===== src/rtl/ihds_pkg.sv =====
// Shared types, constants and helpers for the image header dimension sniffer.
package ihds_pkg;

  // Format code carried in the result
  typedef enum logic [1:0] {
    FMT_UNKNOWN = 2'd0,
    FMT_PNG     = 2'd1,
    FMT_GIF     = 2'd2,
    FMT_JPEG    = 2'd3
  } format_e;

  // Bit positions in the magic candidate flags
  localparam int unsigned MagicPng   = 0;
  localparam int unsigned MagicGif87 = 1;
  localparam int unsigned MagicGif89 = 2;
  localparam int unsigned MagicJpeg  = 3;

  localparam logic [3:0] MagicAllAlive = 4'hF;

  // Magic signatures, padded to eight bytes; only the leading bytes are compared
  localparam logic [0:7][7:0] PngSig   = {8'h89, 8'h50, 8'h4E, 8'h47,
                                          8'h0D, 8'h0A, 8'h1A, 8'h0A};
  localparam logic [0:7][7:0] Gif87Sig = {8'h47, 8'h49, 8'h46, 8'h38,
                                          8'h37, 8'h61, 8'h00, 8'h00};
  localparam logic [0:7][7:0] Gif89Sig = {8'h47, 8'h49, 8'h46, 8'h38,
                                          8'h39, 8'h61, 8'h00, 8'h00};
  localparam logic [0:7][7:0] JpegSig  = {8'hFF, 8'hD8, 8'h00, 8'h00,
                                          8'h00, 8'h00, 8'h00, 8'h00};

  localparam int unsigned PngSigLen  = 8;
  localparam int unsigned GifSigLen  = 6;
  localparam int unsigned JpegSigLen = 2;

  // JPEG marker constants
  localparam logic [7:0] JpegMarkerPrefix = 8'hFF;
  localparam logic [7:0] SofFirst         = 8'hC0;
  localparam logic [7:0] SofLast          = 8'hCF;
  localparam logic [7:0] MarkerDht        = 8'hC4;
  localparam logic [7:0] MarkerJpg        = 8'hC8;
  localparam logic [7:0] MarkerDac        = 8'hCC;

  // Input transaction payload
  typedef struct packed {
    logic [7:0] data_byte;
    logic       last_byte;
  } in_item_t;

  // Output transaction payload
  typedef struct packed {
    logic        dims_valid;
    logic [1:0]  image_format;
    logic [30:0] image_width;
    logic [30:0] image_height;
  } out_item_t;

  // Per-file parse state that does not depend on the header window size
  typedef struct packed {
    format_e          detected_format;
    logic [3:0]       magic_flags;
    logic [31:0]      width;
    logic [31:0]      height;
    logic             dims_found;
    logic             parse_error;
    logic [0:8][7:0]  window;      // last nine header bytes, oldest first
  } parse_state_t;

  localparam parse_state_t StateReset = '{
    detected_format: FMT_UNKNOWN,
    magic_flags:     MagicAllAlive,
    width:           32'd0,
    height:          32'd0,
    dims_found:      1'b0,
    parse_error:     1'b0,
    window:          '0
  };

  // Start-of-frame marker: C0..CF except DHT, JPG and DAC
  function automatic logic is_sof(logic [7:0] marker);
    return (marker >= SofFirst) && (marker <= SofLast) && (marker != MarkerDht) &&
           (marker != MarkerJpg) && (marker != MarkerDac);
  endfunction

  // Format chosen by the surviving magic candidates, in priority order
  function automatic format_e format_from_flags(logic [3:0] flags);
    format_e fmt;
    if (flags[MagicPng]) begin
      fmt = FMT_PNG;
    end else if (flags[MagicGif87] || flags[MagicGif89]) begin
      fmt = FMT_GIF;
    end else if (flags[MagicJpeg]) begin
      fmt = FMT_JPEG;
    end else begin
      fmt = FMT_UNKNOWN;
    end
    return fmt;
  endfunction

  // Dimension is usable when it lies in 1 .. 2^31-1
  function automatic logic dim_ok(logic [31:0] v);
    return (v != 32'd0) && !v[31];
  endfunction

endpackage


===== src/rtl/image_header_dimension_sniffer.sv =====
// Top level of the image header dimension sniffer: channel registers and per-file state.
//
// Usage: feed an image file one byte per input transaction, with last_byte set on the
// final byte. The block recognizes PNG, GIF87a/89a and JPEG from the magic bytes and
// returns one output transaction per file, on its last byte, with the format code,
// the width and height, and dims_valid. Bytes past the first HEADER_BYTES are
// accepted but not examined or counted. After each result the block starts over on a new file.
//
// Throughput: one byte per cycle, sustained, except while a last byte waits for the output
// register. Each byte passes an input register, then compare-and-select logic that updates
// the parse state (a nine-byte shift window, the magic flags, the dimension registers and
// the JPEG segment pointer). The result is registered: out_valid_o rises once the last
// byte leaves the input register, and the result is held in the output register.
// Reset clears the parse state to a fresh file and empties both channel registers.
// When the receiver stalls, ordinary bytes keep flowing; only a last byte waits in the
// input register until the output register is free, and in_ready_o is low while it waits.
module image_header_dimension_sniffer #(
  parameter int unsigned HEADER_BYTES = 4096
) (
  input  logic                 clk_i,
  input  logic                 rst_ni,
  input  logic                 in_valid_i,
  output logic                 in_ready_o,
  input  ihds_pkg::in_item_t   in_item_i,
  output logic                 out_valid_o,
  input  logic                 out_ready_i,
  output ihds_pkg::out_item_t  out_item_o
);

  localparam int unsigned PosW = $clog2(HEADER_BYTES + 1);
  localparam int unsigned SegW = $clog2(HEADER_BYTES + 65547);
  localparam logic [SegW-1:0] SegReset = SegW'(2);

  logic                   in_valid_q;
  ihds_pkg::in_item_t     in_item_q;
  logic [PosW-1:0]        pos_q, pos_d;
  logic [SegW-1:0]        seg_q, seg_d;
  ihds_pkg::parse_state_t st_q, st_d;
  logic                   out_valid_q;
  ihds_pkg::out_item_t    out_item_q, result;
  logic                   out_free, fire;
  ihds_pkg::format_e      fmt;
  logic                   valid;

  assign out_free   = !out_valid_q || out_ready_i;
  assign fire       = in_valid_q && (!in_item_q.last_byte || out_free);
  assign in_ready_o = !in_valid_q || fire;

  // Byte step logic
  ihds_step #(
    .HeaderBytes(HEADER_BYTES)
  ) u_step (
    .pos_i  (pos_q),
    .seg_i  (seg_q),
    .state_i(st_q),
    .byte_i (in_item_q.data_byte),
    .pos_o  (pos_d),
    .seg_o  (seg_d),
    .state_o(st_d)
  );

  // Form the result from the state after the last byte
  always_comb begin
    fmt   = (pos_d >= PosW'(10)) ? st_d.detected_format : ihds_pkg::FMT_UNKNOWN;
    valid = (fmt != ihds_pkg::FMT_UNKNOWN) && st_d.dims_found && !st_d.parse_error &&
            ihds_pkg::dim_ok(st_d.width) && ihds_pkg::dim_ok(st_d.height);
    result.dims_valid   = valid;
    result.image_format = fmt;
    result.image_width  = valid ? st_d.width[30:0] : 31'd0;
    result.image_height = valid ? st_d.height[30:0] : 31'd0;
  end

  // Hold the incoming transaction
  always_ff @(posedge clk_i or negedge rst_ni) begin
    if (!rst_ni) begin
      in_valid_q <= 1'b0;
    end else if (in_ready_o) begin
      in_valid_q <= in_valid_i;
    end
  end

  always_ff @(posedge clk_i) begin
    if (in_ready_o && in_valid_i) begin
      in_item_q <= in_item_i;
    end
  end

  // Advance parse state; start over after the last byte
  always_ff @(posedge clk_i or negedge rst_ni) begin
    if (!rst_ni) begin
      pos_q <= '0;
      seg_q <= SegReset;
      st_q  <= ihds_pkg::StateReset;
    end else if (fire) begin
      if (in_item_q.last_byte) begin
        pos_q <= '0;
        seg_q <= SegReset;
        st_q  <= ihds_pkg::StateReset;
      end else begin
        pos_q <= pos_d;
        seg_q <= seg_d;
        st_q  <= st_d;
      end
    end
  end

  // Output register
  always_ff @(posedge clk_i or negedge rst_ni) begin
    if (!rst_ni) begin
      out_valid_q <= 1'b0;
    end else if (fire && in_item_q.last_byte) begin
      out_valid_q <= 1'b1;
    end else if (out_ready_i) begin
      out_valid_q <= 1'b0;
    end
  end

  always_ff @(posedge clk_i) begin
    if (fire && in_item_q.last_byte) begin
      out_item_q <= result;
    end
  end

  assign out_valid_o = out_valid_q;
  assign out_item_o  = out_item_q;

endmodule


===== src/rtl/ihds_step.sv =====
// Next-state logic for one header byte: magic match, PNG/GIF fields, JPEG segment walk.
module ihds_step #(
  parameter int unsigned HeaderBytes = 4096
) (
  input  logic [$clog2(HeaderBytes+1)-1:0]     pos_i,
  input  logic [$clog2(HeaderBytes+65547)-1:0] seg_i,
  input  ihds_pkg::parse_state_t               state_i,
  input  logic [7:0]                           byte_i,
  output logic [$clog2(HeaderBytes+1)-1:0]     pos_o,
  output logic [$clog2(HeaderBytes+65547)-1:0] seg_o,
  output ihds_pkg::parse_state_t               state_o
);

  localparam int unsigned PosW = $clog2(HeaderBytes + 1);
  localparam int unsigned SegW = $clog2(HeaderBytes + 65547);

  logic             take;
  logic [3:0]       flags_n;
  logic [0:9][7:0]  w;
  logic [15:0]      seg_len;
  logic [SegW-1:0]  pos_ext;
  logic [2:0]       sig_idx;

  assign take    = pos_i < PosW'(HeaderBytes);
  assign sig_idx = pos_i[2:0];
  assign w       = {state_i.window, byte_i};
  assign seg_len = {w[2], w[3]};
  assign pos_ext = SegW'(pos_i);

  // Drop magic candidates that mismatch at this position
  always_comb begin
    flags_n = state_i.magic_flags;
    if (pos_i < PosW'(ihds_pkg::PngSigLen) && byte_i != ihds_pkg::PngSig[sig_idx]) begin
      flags_n[ihds_pkg::MagicPng] = 1'b0;
    end
    if (pos_i < PosW'(ihds_pkg::GifSigLen) && byte_i != ihds_pkg::Gif87Sig[sig_idx]) begin
      flags_n[ihds_pkg::MagicGif87] = 1'b0;
    end
    if (pos_i < PosW'(ihds_pkg::GifSigLen) && byte_i != ihds_pkg::Gif89Sig[sig_idx]) begin
      flags_n[ihds_pkg::MagicGif89] = 1'b0;
    end
    if (pos_i < PosW'(ihds_pkg::JpegSigLen) && byte_i != ihds_pkg::JpegSig[sig_idx]) begin
      flags_n[ihds_pkg::MagicJpeg] = 1'b0;
    end
  end

  // Update state for the byte; hold everything past the header window
  always_comb begin
    pos_o   = pos_i;
    seg_o   = seg_i;
    state_o = state_i;
    if (take) begin
      pos_o               = pos_i + PosW'(1);
      state_o.window      = {state_i.window[1:8], byte_i};
      state_o.magic_flags = flags_n;
      if (pos_i == PosW'(9)) begin
        state_o.detected_format = ihds_pkg::format_from_flags(flags_n);
      end

      if (flags_n[ihds_pkg::MagicPng]) begin
        // PNG: big-endian words at 16 and 20
        if (pos_i >= PosW'(16) && pos_i <= PosW'(19)) begin
          state_o.width = {state_i.width[23:0], byte_i};
        end
        if (pos_i >= PosW'(20) && pos_i <= PosW'(23)) begin
          state_o.height = {state_i.height[23:0], byte_i};
        end
        if (pos_i == PosW'(23)) begin
          state_o.dims_found = 1'b1;
        end
      end else if (flags_n[ihds_pkg::MagicGif87] || flags_n[ihds_pkg::MagicGif89]) begin
        // GIF: little-endian halves at 6 and 8
        if (pos_i == PosW'(6)) begin
          state_o.width = {24'd0, byte_i};
        end
        if (pos_i == PosW'(7)) begin
          state_o.width = state_i.width | {16'd0, byte_i, 8'd0};
        end
        if (pos_i == PosW'(8)) begin
          state_o.height = {24'd0, byte_i};
        end
        if (pos_i == PosW'(9)) begin
          state_o.height     = state_i.height | {16'd0, byte_i, 8'd0};
          state_o.dims_found = 1'b1;
        end
      end else if (flags_n[ihds_pkg::MagicJpeg] && pos_i >= PosW'(11)) begin
        // JPEG: examine the segment once its ten-byte window is complete
        if (!state_i.dims_found && !state_i.parse_error &&
            pos_ext == seg_i + SegW'(9)) begin
          if (w[0] != ihds_pkg::JpegMarkerPrefix) begin
            state_o.parse_error = 1'b1;
          end else if (ihds_pkg::is_sof(w[1])) begin
            state_o.height     = {16'd0, w[5], w[6]};
            state_o.width      = {16'd0, w[7], w[8]};
            state_o.dims_found = 1'b1;
          end else if (seg_len < 16'd2) begin
            state_o.parse_error = 1'b1;
          end else begin
            seg_o = seg_i + SegW'(2) + SegW'(seg_len);
          end
        end
      end
    end
  end

endmodule


===== config.mk =====
export PLATFORM = sky130hd
export DESIGN_NAME = image_header_dimension_sniffer
export DESIGN_NICKNAME = d
export VERILOG_FILES = /design/src/rtl/ihds_pkg.sv /design/src/rtl/image_header_dimension_sniffer.sv /design/src/rtl/ihds_step.sv
export SDC_FILE = /design/constraint.sdc
export NUM_CORES = 1
export LEC_CHECK = 0
export BUFFER_PORTS_ARGS = -buffer_cell sky130_fd_sc_hd__buf_4
export CAP_MARGIN = 10
export CORE_ASPECT_RATIO = 1.1
export CORE_MARGIN = 2
export CORE_UTILIZATION = 45
export DETAILED_ROUTE_END_ITERATION = 8
export PLACE_DENSITY = 0.61
export SLEW_MARGIN = 20
export SYNTH_ARGS = -nofsm -noshare
export SYNTH_HDL_FRONTEND = slang
export SYNTH_SLANG_ARGS = --single-unit

===== constraint.sdc =====
create_clock -name clk_i -period 11.3 [get_ports clk_i]
set_input_delay 0.565 -clock clk_i [delete_from_list [all_inputs] [get_ports clk_i]]
set_output_delay 0.565 -clock clk_i [all_outputs]
set_load 0.05 [all_outputs]

==> results.py, run 1 <==
metrics = {
    "worst_setup_path": {
        "crit_type": "register to register",
        "critPathLaunchType": "register",
        "r2r_cells": 15,
        "rr_startpoint": "pos_q[0]",
        "critPathArrivalTime_ns": 6.49,
        "ff2ff_setup_slack_ns": 5.05,
        "crit_fanout": 55,
        "end_kind": "register",
        "reg2reg_to": "out_item_o[19]",
        "cp.required_ns": 11.55,
    },
    "sta": {
        "clock_skew_ns": 0.0229,
        "fmax_mhz": 160,
        "drv_slew": 0,
        "fin_setup_tns_ns": 0,
        "slew_headroom_pct": 30.8,
        "setup-violations-final": 0,
        "worst_hold_slack_ns": 0.149,
        "setup_slack_ns": 5.05,
        "hold_viol": 0,
        "fin_crit_ns": 6.25,
        "final.period_utilization_pct": 55.3,
        "rsz0062_at_grt": "no",
        "tightest_slew_ns": 1.03,
    },
    "synthesis": {
        "ys_types": 98,
        "avgSynthCellArea_um2": 10.4,
        "synth_area_mm2": 0.0138,
        "synth_edf_count": 74,
        "synthArstFlopShare_pct": 70.4,
        "synth_top_flop_cell": "dfrtp_1",
        "ys_ff_latch": 250,
        "syn_nets": 1373,
        "seq_area_frac_synth_pct": 48.1,
        "yosysWarnings": 0,
        "synthCells": 1321,
    },
    "route": {
        "vias": 11200,
        "dr.pass1.iters": 6,
        "routedWlPerCell_um": 22.8,
        "drt_first_iter_violations": 1293,
        "drtAntennaViolNets": 0,
        "wl_mm": 40.9,
        "via_per_inst": 6.26,
        "drc": 0,
    },
    "layout": {
        "post-route-util_pct": 51.0,
        "nets": 1408,
        "fin_area_mm2": 0.0155,
        "area_growth_pct": 12.2,
        "drive_gt1_share_pct": 15.5,
        "final_cells": 1791,
        "fill_cells": 2865,
    },
    "place": {
        "placedCellCount": 1742,
        "placed_area_mm2": 0.0146,
        "port_buffers": 79,
        "place.gp.congestion": 0.932,
        "dpl.hpwl_mm": 28.0,
        "pre_cts_slack_ns": 5.26,
    },
    "clocking": {
        "cts_tree": "yes",
        "clock_latency_ns": 0.55,
        "cts_setup_buffers": 0,
        "hold_buffers": 0,
        "numClockSinks": 250,
        "cts_buffer_depth": 3,
        "cts.reportedPaths.clkPinSlew_ns": 0.07,
        "cts_resized": 0,
        "cts_buffers": 26,
        "root_buffer": "clkbuf_16",
        "htree_levels": 1,
    },
    "floorplanning": {
        "die_h_um": 188,
        "start_util_pct": 45.5,
        "core_area_mm2": 0.0303,
        "rows": 67,
        "ios": 80,
        "dieWidth_um": 171,
        "dieArea_mm2": 0.0321,
    },
    "grt": {
        "grt_first_pass_wirelength_mm": 64.4,
        "track_usage_pct": 25.6,
        "grt_remaining_overflow": 0,
        "grt_max_degree": 103,
        "grt_pass1_vias": 10700,
        "grt_antenna_before_repair": 1,
    },
    "run_status": {
        "status": "completed",
    },
    "power": {
        "power_density_mw_per_mm2": 143,
        "ir_drop_uv": 96.4,
        "p_leak_nw": 6.45,
        "fin_total_pwr_mw": 2.21,
    },
    "worst_hold_path": {
        "hold_class": "input pin to asynchronous set/reset pin",
    },
    "flow_run": {
        "max_cap_violations": 0,
    },
}
==> kinds of logic (layout without fill, tap and decap cells) <==
group	Yosys count	in the layout	share of synthesized area, %
compound gates	441	441	23.7
simple gates	425	425	17.2
flops	250	250	48.1
buf+inv	116	171	4.03
fa+ha+maj	39	39	3.59
xor+xnor	39	39	2.63
mux	11	11	0.816
other cells	0	1	0
==> cell usage after synthesis, drive strengths merged, types with 5 or more instances <==
cell / n / area share [%]
dfrtp: 171 / 31
nand2: 128 / 3.5
a22o: 119 / 7.6
o21ai: 79 / 2.9
edfxtp: 74 / 16
nor2: 70 / 2.0
nor3: 65 / 3.3
clkbuf: 52 / 1.4
a22oi: 46 / 2.5
a21oi: 45 / 1.7
buf: 39 / 1.9
ha: 38 / 3.4
nand3: 28 / 1.0
inv: 25 / 0.68
nand4: 22 / 1.1
nor4: 20 / 1.5
xnor2: 20 / 1.3
xor2: 18 / 1.2
o22ai: 17 / 0.77
a21o: 16 / 0.93
nor2b: 13 / 0.59
o31ai: 13 / 0.71
or3: 13 / 0.63
a211oi: 11 / 0.60
and2: 11 / 0.50
nand2b: 10 / 0.45
or2: 10 / 0.45
and3: 9 / 0.41
mux2i: 9 / 0.65
a31oi: 8 / 0.41
o211ai: 7 / 0.38
a21boi: 6 / 0.35
o22a: 6 / 0.38
and4: 5 / 0.32
dfstp: 5 / 0.95
o2111ai: 5 / 0.32
o21a: 5 / 0.27
o221ai: 5 / 0.32
o2bb2ai: 5 / 0.32
o41ai: 5 / 0.37
or4: 5 / 0.30
==> power by group <==
part / switching [mW] / internal (mW)
registers: 0.0587 / 0.970
logic: 0.207 / 0.102
clock network: 0.363 / 0.510
==> cell type report <==
cell class / instances / area, um2 / area share [%]
flip-flops and latches: 250 / 6630 / 42.9
diodes: 1 / 2.50 / 0.0162
inverters: 25 / 93.8 / 0.606
clock inverters: 9 / 101 / 0.655
multi-input cells: 955 / 6630 / 42.8
repair buffers: 98 / 739 / 4.78
clock buffers: 39 / 761 / 4.92
well taps: 414 / 518 / 3.35
==> critical path, cell delays in order, from the launching register on <==
cell	delay, ns
dfrtp_1	0.65
inv_1	0.26
ha_1	0.41
xor2_2	0.22
nor4b_2	0.08
o32ai_1	0.38
o31a_1	0.54
nand2_1	0.51
o41a_1	0.59
o22ai_1	0.39
o22ai_1	0.20
or4b_1	0.59
nor4_4	0.23
or2_2	0.17
buf_4	0.53
nor3_1	0.15
==> state kept, by name, indices dropped and copies added, names as in the netlist <==
| signal | count |
|---|---|
| in_item_q | 9 |
| out_valid_o | 1 |
| out_item_o | 65 |
| st_q | 144 |
| seg_q | 17 |
| in_valid_q | 1 |
| pos_q | 13 |
==> metal layers <==
layer  global-route usage [%]  vias up  share of wire, %
met5                        0        -                 0
met4                     8.18        0               3.2
met3                     4.54       85               8.4
met2                     38.4      485                44
met1                     37.7     5521                44
li1                         -     5126                 -
==> worst max-delay path by stage <==
stage	depth (start not counted)	slack, ns	to	start
detailed placement	15	5.26	out_item_o[19]	pos_q[0]
finish	15	5.05	out_item_o[19]	pos_q[0]
global placement	15	5.41	out_item_o[30]	pos_q[0]
global route	15	4.74	out_item_o[19]	pos_q[0]
floorplan	17	7.00	out_item_o[22]	pos_q[0]
CTS	15	5.21	out_item_o[19]	pos_q[0]
==> cell usage in the layout (no fill, tap or decap), drive strengths merged, types with 38 or more instances in the layout <==
| cell | synthesis | final |
|---|---|---|
| nand2 | 128 | 128 |
| edfxtp | 74 | 74 |
| a22oi | 46 | 46 |
| clkbuf | 52 | 39 |
| dfrtp | 171 | 171 |
| o21ai | 79 | 79 |
| nor2 | 70 | 70 |
| ha | 38 | 38 |
| nor3 | 65 | 65 |
| a22o | 119 | 119 |
| a21oi | 45 | 45 |
| buf | 39 | 98 |
Power figures use the tool's default switching activity.
==> run 2: changes to the inputs <==
==> constraint.sdc (replaced) <==
create_clock -name clk_i -period 6.1 [get_ports clk_i]
set_input_delay 0.305 -clock clk_i [delete_from_list [all_inputs] [get_ports clk_i]]
set_output_delay 0.305 -clock clk_i [all_outputs]
set_load 0.05 [all_outputs]
==> run 2 against run 1 <==
Sequential share of layout area fell by 0.91 points. Worst hold slack improved by 0.14 ns. Routed wire length up 0.23%. Sequential power increased by 84%. Fmax rose by 12%. Critical path type unchanged. Largest cell class unchanged.
==> results.py, run 2 (synthesis gave the netlist of run 1 again) <==
metrics = {
    "power": {
        "power_frac_clock_pct": 40.9,
        "p_seq_share_pct": 44.9,
        "switchingPower_mw": 1.16,
        "power_frac_comb_pct": 14.2,
        "p_leak_nw": 6.63,
        "p_int_mw": 3.06,
        "power_density_mw_per_mm2": 267,
        "swShare_pct": 27.5,
        "ir_drop_uv": 223,
    },
    "layout": {
        "top_register": "st_q",
        "largest_reg_flops": 144,
        "final_common_cell": "dfrtp_1",
        "mostFrequentLayoutCells": "dfrtp_1, nand2_1, a22o_1, buf_4, o21ai_0",
        "antenna_cells": 0,
        "nets": 1438,
        "drive_gt1_share_pct": 16.6,
        "area_growth_pct": 14.6,
        "fin_area_mm2": 0.0158,
        "fill_cells": 2743,
    },
    "clocking": {
        "cts_buffer_depth": 3,
        "clock_latency_ns": 0.54,
        "cts.reportedPaths.clkPinSlew_ns": 0.07,
        "htree_levels": 1,
        "cts_buffers": 27,
        "root_buffer": "clkbuf_16",
        "numClockSinks": 250,
        "cts_setup_buffers": 0,
        "cts_tree": "yes",
    },
    "flow_run": {
        "max_cap_violations": 0,
    },
    "floorplanning": {
        "die_h_um": 188,
        "core_area_mm2": 0.0303,
        "dieWidth_um": 171,
        "ios": 80,
        "rows": 67,
        "dieArea_mm2": 0.0321,
        "start_util_pct": 45.5,
    },
    "worst_setup_path": {
        "cp_cell_sequence": "inv_1 > ha_1 > xor2_2 > nor4b_2 > o32ai_1 > o31a_1 > nand2_1 > buf_4 > a21oi_1 > o21ai_0 > a21boi_0 > nand4_1 > nor4_4 > or2_2 > buf_12 > nor2_1",
        "critPathLaunchType": "register",
        "crit_type": "register to register",
        "r2r_cells": 16,
        "cp.required_ns": 6.37,
        "ff2ff_setup_slack_ns": 0.55,
        "slowest_stage": "dfrtp_1",
        "reg2reg_to": "out_item_o[45]",
        "critPathArrivalTime_ns": 5.82,
        "cp_num_buf_inv": 3,
        "crit_fanout": 39,
        "critPathTopFamily": "compound AO/OA/AOI/OAI gates",
        "max_stage_delay_ns": 0.64,
        "rr_startpoint": "pos_q[0]",
        "end_kind": "register",
    },
    "grt": {
        "grt_pass1_vias": 11000,
        "globalRouteMet1Util_pct": 36.5,
        "grt_max_degree": 75,
        "top_usage_layer": "met2",
        "grt_remaining_overflow": 0,
        "met3_usage_pct": 4.26,
        "grt_antenna_before_repair": 0,
        "grt_first_pass_wirelength_mm": 64.0,
        "use_met2_pct": 38.9,
        "track_usage_pct": 25.6,
    },
    "route": {
        "vias": 11500,
        "drc": 0,
        "wl_mm": 41.0,
        "drtAntennaViolNets": 0,
        "drt_first_iter_violations": 1176,
        "routedWlPerCell_um": 22.5,
        "dr.pass1.iters": 7,
        "via_per_inst": 6.29,
    },
    "sta": {
        "fin_crit_ns": 5.55,
        "final.period_utilization_pct": 91.0,
        "tightest_slew_ns": 1.06,
        "fmax_mhz": 180,
        "drv_slew": 0,
        "fin_setup_tns_ns": 0,
        "clock_skew_ns": 0.0170,
        "setup-violations-final": 0,
        "hold_viol": 0,
        "rsz0062_at_grt": "no",
        "slew_headroom_pct": 29.2,
    },
    "place": {
        "port_buffers": 79,
        "dpl.hpwl_mm": 28.7,
        "place.gp.congestion": 0.957,
        "placed_area_mm2": 0.0148,
    },
    "worst_hold_path": {
        "hold_class": "input pin to asynchronous set/reset pin",
    },
    "run_status": {
        "status": "completed",
    },
}
## run 2: final cells by class
cell class | count | area (um2) | area share [%]
inverters | 25 | 93.8 | 0.594
flip-flops and latches | 250 | 6630 | 42.0
clock buffers | 36 | 739 | 4.68
well taps | 414 | 518 | 3.28
multi-input cells | 955 | 6630 | 41.9
repair buffers | 127 | 1000 | 6.32
clock inverters | 13 | 200 | 1.27
## run 2: worst max path at each step
stage | start | endpoint | slack [ns] | cells after the start
after global routing | pos_q[0] | out_item_o[54] | 0.25 | 16
after CTS | pos_q[0] | out_item_o[45] | 0.67 | 16
after global placement | st_q[58] | out_item_o[33] | 0.87 | 13
after floorplan | pos_q[0] | out_item_o[22] | 1.80 | 17
final | pos_q[0] | out_item_o[45] | 0.55 | 16
after detailed placement | pos_q[0] | out_item_o[45] | 0.69 | 16
## run 2: metrics by stage
stage	total power [mW]	hold slack (ns)	setup slack (ns)	cells	util, %
3_3_place_gp	2.51	0.304	0.871	1759	48.6
6_report	4.22	0.285	0.547	1820	52.1
3_5_place_dp	2.51	0.305	0.689	1759	48.6
5_1_grt	4.38	0.321	0.250	1820	52.1
4_1_cts	4.25	0.307	0.668	1820	52.1
2_1_floorplan	2.32	0.00941	1.80	1321	-
## run 2: metal layers
layer | vias to the layer above | share of wire [%]
met5 | - | 0
met4 | 0 | 3.9
met3 | 98 | 7.6
met2 | 528 | 44
met1 | 5644 | 45
li1 | 5183 | -
## run 2: power by group through the flow
| stage | Combinational [mW] | Sequential, mW | Clock, mW |
|---|---|---|---|
| 6_report | 0.599 | 1.90 | 1.73 |
| 5_1_grt | 0.650 | 1.90 | 1.83 |
| 4_1_cts | 0.596 | 1.89 | 1.77 |
| 3_5_place_dp | 0.588 | 1.92 | 0 |
| 3_3_place_gp | 0.584 | 1.92 | 0 |
| 2_1_floorplan | 0.381 | 1.94 | 0 |
## run 2: repair_timing
item | in CTS | in global routing
hold buffers | 12 | 0
endpoints found under the hold margin | 57 | 0
gates resized for setup | 0 | 0
